### config.mk
export PLATFORM = sky130hd
export DESIGN_NAME = iecr_merge_flat
export DESIGN_NICKNAME = d
export VERILOG_FILES = /design/src/hdl/iecr_pkg.sv /design/src/hdl/iecr_if.sv /design/src/hdl/iecr_merge.sv /design/src/flat_wrapper.sv
export SDC_FILE = /design/constraint.sdc
export NUM_CORES = 1
export LEC_CHECK = 0
export BUFFER_PORTS_ARGS = -buffer_cell sky130_fd_sc_hd__buf_2
export CAP_MARGIN = 25
export CELL_PAD_IN_SITES_DETAIL_PLACEMENT = 1
export CELL_PAD_IN_SITES_GLOBAL_PLACEMENT = 2
export CORE_MARGIN = 4
export CORE_UTILIZATION = 27
export DETAILED_ROUTE_END_ITERATION = 10
export PLACE_DENSITY_LB_ADDON = 0.1
export SYNTH_ARGS = -nofsm -noshare
export SYNTH_HDL_FRONTEND = slang
export SYNTH_SLANG_ARGS = --single-unit
### constraint.sdc
create_clock -name clk -period 3.45 [get_ports clk]
set_clock_uncertainty 0.15 [all_clocks]
set_input_delay 0.69 -clock clk [delete_from_list [all_inputs] [get_ports clk]]
set_output_delay 0.69 -clock clk [all_outputs]
set_load 0.01 [all_outputs]
### src/hdl/iecr_pkg.sv
// ----------------------------------------------------------------------------
// iecr_pkg
// Shared codes, widths and lane control type of the edge-renormalising
// image convolution block.
// ----------------------------------------------------------------------------
package iecr_pkg;

  localparam int CHAN_W    = 16;
  localparam int OUT_W     = 24;
  localparam int ROW_W     = 16;
  localparam int CFG_IDX_W = 2;
  localparam int CFG_DAT_W = 16;
  localparam int NUM_CH    = 3;
  localparam int WSUM_ONE  = 22;

  typedef enum logic [1:0] {
    REQ_COEFF = 2'd0,
    REQ_PIXEL = 2'd1,
    REQ_FLUSH = 2'd2
  } req_t;

  typedef enum logic [CFG_IDX_W-1:0] {
    CFG_IMAGE_ROWS  = 2'd0,
    CFG_IMAGE_COLS  = 2'd1,
    CFG_KERNEL_ROWS = 2'd2,
    CFG_KERNEL_COLS = 2'd3
  } cfg_idx_t;

  typedef struct packed {
    logic wr_en;
    logic take;
    logic clr;
    logic div_start;
  } lane_ctl_t;

endpackage

### src/hdl/iecr_if.sv


interface iecr_out_if;
  logic                              valid;
  logic                              ready;
  logic signed [iecr_pkg::OUT_W-1:0] red_out;
  logic signed [iecr_pkg::OUT_W-1:0] green_out;
  logic signed [iecr_pkg::OUT_W-1:0] blue_out;
  logic                              last_of_frame;

  modport source (output valid, red_out, green_out, blue_out, last_of_frame, input ready);
  modport sink (input valid, red_out, green_out, blue_out, last_of_frame, output ready);
endinterface

### src/hdl/iecr_merge.sv
// ----------------------------------------------------------------------------
// iecr_merge
// Gathers the three lane quotients, saturates them to 24 bits and holds the
// result in the output register until the receiver takes it.
// ----------------------------------------------------------------------------
module iecr_merge #(
  parameter int ACC_W = 57
) (
  input  logic                         clk,
  input  logic                         rst_n,
  input  logic                         load,
  input  logic [ACC_W-1:0]             q_mag [iecr_pkg::NUM_CH],
  input  logic [iecr_pkg::NUM_CH-1:0]  q_neg,
  input  logic                         last,
  output logic                         free,
  iecr_out_if.source                   out_ch
);

  localparam int OW = iecr_pkg::OUT_W;

  logic          valid_r;
  logic [OW-1:0] sat [iecr_pkg::NUM_CH];
  logic [OW-1:0] red_r;
  logic [OW-1:0] green_r;
  logic [OW-1:0] blue_r;
  logic          last_r;

  function automatic logic [OW-1:0] saturate(input logic [ACC_W-1:0] mag, input logic neg);
    logic [OW-1:0] low;
    low = OW'(mag);
    if (neg) begin
      if (mag > ACC_W'(8388608)) begin
        return 24'h800000;
      end
      return OW'(0) - low;
    end
    if (mag > ACC_W'(8388607)) begin
      return 24'h7FFFFF;
    end
    return low;
  endfunction

  always_comb begin
    for (int i = 0; i < iecr_pkg::NUM_CH; i++) begin
      sat[i] = saturate(q_mag[i], q_neg[i]);
    end
  end

  assign free = !valid_r || out_ch.ready;

  always_ff @(posedge clk) begin
    if (!rst_n) begin
      valid_r <= 1'b0;
    end else begin
      if (load) begin
        valid_r <= 1'b1;
        red_r   <= sat[0];
        green_r <= sat[1];
        blue_r  <= sat[2];
        last_r  <= last;
      end else if (out_ch.ready) begin
        valid_r <= 1'b0;
      end
    end
  end

  assign out_ch.valid         = valid_r;
  assign out_ch.red_out       = red_r;
  assign out_ch.green_out     = green_r;
  assign out_ch.blue_out      = blue_r;
  assign out_ch.last_of_frame = last_r;

endmodule

### src/flat_wrapper.sv
// flat-port wrapper written by rule: the top's interface ports become plain ports
module iecr_merge_flat 
#(
  parameter int ACC_W = 57
)
  (clk, rst_n, load, q_mag, q_neg, last, free, out_ch_valid, out_ch_red_out, out_ch_green_out, out_ch_blue_out, out_ch_last_of_frame, out_ch_ready);
  iecr_out_if out_ch_i ();
  input  logic clk;
  input  logic rst_n;
  input  logic load;
  input  logic [ACC_W-1:0] q_mag[iecr_pkg::NUM_CH];
  input  logic [iecr_pkg::NUM_CH-1:0] q_neg;
  input  logic last;
  output logic free;
  output wire logic [$bits(out_ch_i.valid)-1:0] out_ch_valid;
  output wire logic [$bits(out_ch_i.red_out)-1:0] out_ch_red_out;
  output wire logic [$bits(out_ch_i.green_out)-1:0] out_ch_green_out;
  output wire logic [$bits(out_ch_i.blue_out)-1:0] out_ch_blue_out;
  output wire logic [$bits(out_ch_i.last_of_frame)-1:0] out_ch_last_of_frame;
  input wire logic [$bits(out_ch_i.ready)-1:0] out_ch_ready;
  assign out_ch_valid = out_ch_i.valid;
  assign out_ch_red_out = out_ch_i.red_out;
  assign out_ch_green_out = out_ch_i.green_out;
  assign out_ch_blue_out = out_ch_i.blue_out;
  assign out_ch_last_of_frame = out_ch_i.last_of_frame;
  assign out_ch_i.ready = out_ch_ready;
  iecr_merge #(.ACC_W(ACC_W)) u_core (.clk(clk), .rst_n(rst_n), .load(load), .q_mag(q_mag), .q_neg(q_neg), .last(last), .free(free), .out_ch(out_ch_i));
endmodule
==> flow_summary.ini, run 1 <==
[power_and_ir_drop]
comb_power_share_pct = 19.5
p_sw_share_pct = 27.1
power_frac_seq_pct = 39.7
p_total_w = 0.00273
p_sw_w = 0.000740
leakage_nw = 3.03
peakVddDrop_mv = 0.205
power_density_nw_per_um2 = 357
intPower_w = 0.00199
clkPwrFrac_pct = 40.9

[routing]
first_pass_iters = 4
ant_nets = 0
drtIter0Drc = 283
vias_per_cell = 5.49
vias = 6204
drc_errors = 0
wl_per_cell_um = 20.3
finalWirelength_um = 22900

[global_route]
grtUsageTotal_pct = 19.4
grt_max_degree = 43
antenna_found_initial = 1
grt_pass1_wl_um = 35100
grt_overflow_total = 0
grt_pass1_vias = 6461

[logic_synthesis]
synth_compound_area_share_pct = 25.5
synth_edf_count = 73
synth_warnings = 0
synth.net_count = 779
synth_top_family_by_area = simple AND/OR/NAND/NOR gates
synth.avg_cell_area_um2 = 9.37
synth.yosys.seq_area_share_pct = 39.7
synth_mux_area_share_pct = 0.539
synth-seq-cells = 74
ys_types = 63
synth_flop_cell = edfxtp_1
syn-cell-area_um2 = 5570
synth_xor_xnor_area_share_pct = 0.472
synthSimpleGateAreaFrac_pct = 25.6
syn-instance-count = 594
synthArstFlopShare_pct = 0
synth_adder_area_share_pct = 1.35

[die]
core_area_um2 = 20200
io-pin-count = 254
start_util_pct = 27.5
die_x_um = 152
die_h_um = 152
die-area_um2 = 23000
fp-row-count = 52

[worst_hold_path]
min_to = u_core.out_ch.last_of_frame$_DFFE_PP_
holdCritPathClass = primary input to register
min_from = last
worstHoldPathCells = 1

[setup_path]
timing.rr.end = u_core.out_ch.valid$_SDFFE_PN0P_
start_kind = primary input
cp_max_fo = 14
rr_worst_depth = 2
endpoint_kind = register
r2r_slack_ps = 2670
cp.required_ps = 3450
critical_path_class = primary input to register
critPathMaxStageDelay_ps = 550
r2r-start = u_core.out_ch.valid$_SDFFE_PN0P_
cp_cell_sequence = buf_2 -> inv_1 -> ha_1 -> or4b_1 -> or4_4 -> o21ai_4 -> a21oi_4 -> a2111oi_2
arrival_ps = 3070
cp_slowest_cell = or4_4

[clock_tree]
post_cts_resized = 0
cts_max_level = 3
cts-hold-fix-buffers = 0
cts_tree = done
clockBufferDepth = 2
clkTransAtPathRegs_ps = 60
postCtsSetupBuffers = 0
insertion_delay_ps = 340
cts_buffers = 9
numClockSinks = 74
cts_root_buf = clkbuf_16

[finish]
syn_to_final_growth_pct = 37.1
layout-drive-gt1-share_pct = 40.8
layout_common_cells = buf_2, edfxtp_1, inv_1
final_cells = 1130
fin_area_um2 = 7640
final_common_cell = buf_2
num_antenna_cells = 0
nets = 1040

[timing]
drv_slew = 0
setup_tns_ps = 0
period_minus_slack_ps = 3080
setup_violations = 0
rsz0062_at_grt = false
fin_crit_sh_pct = 89.2
final-hold-violation-count = 0
maxSlewHeadroom_pct = 44.1
tightest_slew_ps = 838
max_freq_mhz = 325

[place]
place.gp.congestion = 0.837
dpl_cell_area_um2 = 7300
dp.cells = 1114
hpwl_um = 17600
io_buffers = 253

[flow_run]
drv_cap = 0

[status]
outcome = completed
## cell usage after synthesis, drive strengths merged (4+ instances only)
master	n	area, um2
clkbuf	26	97.6
edfxtp	73	2190
and3	5	31.3
or3	18	113
o211ai	5	37.5
or2	15	93.8
nor3	39	195
a221o	20	200
o31ai	13	97.6
or4	12	97.6
a31oi	33	206
o21ai	13	76.3
nand2	31	116
buf	13	95.1
o221ai	23	270
nor2	37	139
a2111oi	7	86.3
nand3	13	70.1
ha	6	75.1
a211oi	7	77.6
o41ai	10	106
a21oi	11	66.3
a41oi	7	61.3
nor2b	4	25.0
inv	50	188
nand4	19	119
nor4	41	269
nand2b	5	31.3
## through the flow
| stage | utilization [%] | hold slack (ps) | setup WS [ps] |
|---|---|---|---|
| 3_5_place_dp | 36.1 | 364 | 7.07 |
| 5_1_grt | 37.7 | 344 | 253 |
| 2_1_floorplan | - | 446 | 383 |
| 6_report | 37.7 | 366 | 371 |
| 4_1_cts | 37.7 | 351 | 384 |
| 3_3_place_gp | 36.1 | 332 | 122 |
## critical path, delay by kind of cell
family          cells  cell delay, ps
compound gates      3             890
buf+inv             2             220
fa+ha+maj           1             180
simple gates        2            1080
## cell families (layout without fill, tap and decap cells)
| family | after synthesis | after routing |
|---|---|---|
| adder cells (fa/ha/maj) | 6 | 6 |
| buffers and inverters | 89 | 355 |
| multiplexers | 3 | 3 |
| AND/OR/NAND/NOR | 254 | 254 |
| XOR/XNOR | 3 | 3 |
| flip-flops | 74 | 74 |
| AO/OA/AOI/OAI | 165 | 165 |
## registers in the layout (all words and copies together) (netlist names)
signal                       count
u_core.out_ch.green_out         24
u_core.out_ch.red_out           24
u_core.out_ch.valid              1
u_core.out_ch.last_of_frame      1
u_core.out_ch.blue_out          24
## worst max path at each step
stage | end | slack [ps] | depth (start not counted) | from
floorplan | u_core.out_ch.blue_out[7]$_DFFE_PP_ | 380 | 8 | q_mag[0]
global placement | u_core.out_ch.green_out[9]$_DFFE_PP_ | 120 | 8 | q_mag[57]
detailed placement | u_core.out_ch.green_out[3]$_DFFE_PP_ | 7 | 8 | q_mag[57]
CTS | u_core.out_ch.green_out[6]$_DFFE_PP_ | 380 | 8 | q_mag[57]
global route | u_core.out_ch.green_out[3]$_DFFE_PP_ | 250 | 8 | q_mag[57]
finish | u_core.out_ch.green_out[9]$_DFFE_PP_ | 370 | 8 | q_mag[57]
## cell type report
| class | count | area, um2 |
|---|---|---|
| clock inverters | 5 | 103 |
| fillers | 2443 | 12600 |
| flip-flops and latches | 74 | 2210 |
| clock buffers | 11 | 233 |
| multi-input cells | 431 | 2990 |
| inverters | 50 | 188 |
| repair buffers | 289 | 1570 |
| well taps | 270 | 338 |
## routing by layer
metal	wire [um]	vias to the layer above	global-route usage (%)
met4	428	2	5.93
met2	10900	211	31.9
met1	10200	3022	25.3
li1	-	2943	-
met5	7	-	0
met3	1490	26	4.73
## power groups by stage
stage	Combinational, W	Sequential (W)	Clock, W
after detailed placement	0.000533	0.00110	0
final	0.000531	0.00108	0.00111
after global routing	0.000586	0.00109	0.00118
after floorplan	0.000206	0.00113	0
after CTS	0.000536	0.00108	0.00114
after global placement	0.000522	0.00110	0
(Power assumes the default switching activity.)
==> run 2: changes to the inputs <==
--- a/config.mk
+++ b/config.mk
@@ -12,7 +12,7 @@
 export CORE_MARGIN = 4
 export CORE_UTILIZATION = 27
 export DETAILED_ROUTE_END_ITERATION = 10
-export PLACE_DENSITY_LB_ADDON = 0.1
+export PLACE_DENSITY_LB_ADDON = 0.15
 export SYNTH_ARGS = -nofsm -noshare
 export SYNTH_HDL_FRONTEND = slang
 export SYNTH_SLANG_ARGS = --single-unit
==> flow_summary.ini, run 2 (synthesis results as in run 1) <==
[status]
outcome = completed

[clock_tree]
cts-hold-fix-buffers = 0
clockBufferDepth = 2
post_cts_resized = 0
cts_max_level = 3
postCtsSetupBuffers = 0
numClockSinks = 74
insertion_delay_ps = 340
cts_buffers = 9
clkTransAtPathRegs_ps = 60
cts_tree = done
cts_root_buf = clkbuf_16

[setup_path]
r2r-start = u_core.out_ch.valid$_SDFFE_PN0P_
cp_slowest_cell = or4b_1
cp.required_ps = 3470
critPathMaxStageDelay_ps = 500
worstPathBufferInverterCount = 3
cp_max_fo = 19
arrival_ps = 3050
startpoint = q_mag[0]
cp_top_family = compound AO/OA/AOI/OAI gates
critical_path_class = primary input to register
endpoint_kind = register
cp_cell_sequence = buf_2 -> inv_1 -> ha_1 -> or4b_1 -> nand3b_2 -> o41ai_4 -> buf_4 -> a41oi_1 -> o221ai_2
start_kind = primary input

[timing]
setup_violations = 0
rsz0062_at_grt = false
period_minus_slack_ps = 3030
hold_ws_ps = 382
tightest_slew_ps = 806
setup_tns_ps = 0
max_freq_mhz = 330
drv_slew = 0
final-hold-violation-count = 0
maxSlewHeadroom_pct = 46.2
fin_crit_sh_pct = 87.7

[place]
hpwl_um = 17600
place.gp.congestion = 0.870
io_buffers = 253

[routing]
drc_errors = 0
first_pass_iters = 4
ant_nets = 0
wl_per_cell_um = 20.3
finalWirelength_um = 22900
vias_per_cell = 5.48
drtIter0Drc = 328
vias = 6172

[die]
die_h_um = 152
io-pin-count = 254
core_area_um2 = 20200
die-area_um2 = 23000
die_x_um = 152
fp-row-count = 52
start_util_pct = 27.5

[power_and_ir_drop]
power_density_nw_per_um2 = 349
peakVddDrop_mv = 0.188
p_total_w = 0.00264
leakage_nw = 2.99

[finish]
syn_to_final_growth_pct = 35.8
layout_common_cells = buf_2, edfxtp_1, inv_1
final_common_cell = buf_2
fillers = 2434
layout-drive-gt1-share_pct = 40.5
num_antenna_cells = 0
nets = 1037

[worst_hold_path]
min_from = last
holdCritPathClass = primary input to register

[global_route]
grt_pass1_wl_um = 34900
grt_pass1_vias = 6526
grtUsageTotal_pct = 19.2
antenna_found_initial = 0
grt_overflow_total = 0
grt_max_degree = 42

[flow_run]
drv_cap = 0
==> run 2: layout make-up <==
class                           count  area [um2]  area share (%)
Tap cell                          270         338            4.47
Multi-Input combinational cell    431        2990            39.5
Clock buffer                        9         225            2.98
Timing Repair Buffer              286        1530            20.2
Inverter                           50         188            2.48
Clock inverter                      6        82.6            1.09
Sequential cell                    74        2210            29.3
==> run 2: through the flow <==
| step | setup slack [ps] | util, % | cell area, um2 | cells |
|---|---|---|---|---|
| after floorplan | 383 | - | 5570 | 594 |
| after global placement | 237 | 35.8 | 7250 | 1111 |
| after detailed placement | 112 | 35.8 | 7250 | 1111 |
| after CTS | 470 | 37.4 | 7560 | 1126 |
| after global routing | 281 | 37.4 | 7560 | 1126 |
| final | 423 | 37.4 | 7560 | 1126 |
==> run 2: worst paths after layout <==
kind                                                 to  slack (ps)  cells past startpoint
hold / removal    u_core.out_ch.last_of_frame$_DFFE_PP_         380                      1
hold reg to reg        u_core.out_ch.valid$_SDFFE_PN0P_         380                      2
setup reg to reg       u_core.out_ch.valid$_SDFFE_PN0P_        2650                      2
setup / recovery    u_core.out_ch.blue_out[4]$_DFFE_PP_         420                      9
==> run 2: power by group <==
group	total, W	switching [W]	internal, W
Clock	0.00102	0.000398	0.000625
Combinational	0.000531	0.000315	0.000217
Sequential	0.00108	0.0000189	0.00106
Total	0.00264	0.000731	0.00190
==> run 2: layer usage <==
| metal | wire (um) | track usage (%) | part of all wire (%) |
|---|---|---|---|
| met1 | 9910 | 24.2 | 43 |
| met2 | 11200 | 33.4 | 49 |
| met3 | 1440 | 3.93 | 6.3 |
| met4 | 335 | 5.35 | 1.5 |
| met5 | 0 | 0 | 0 |
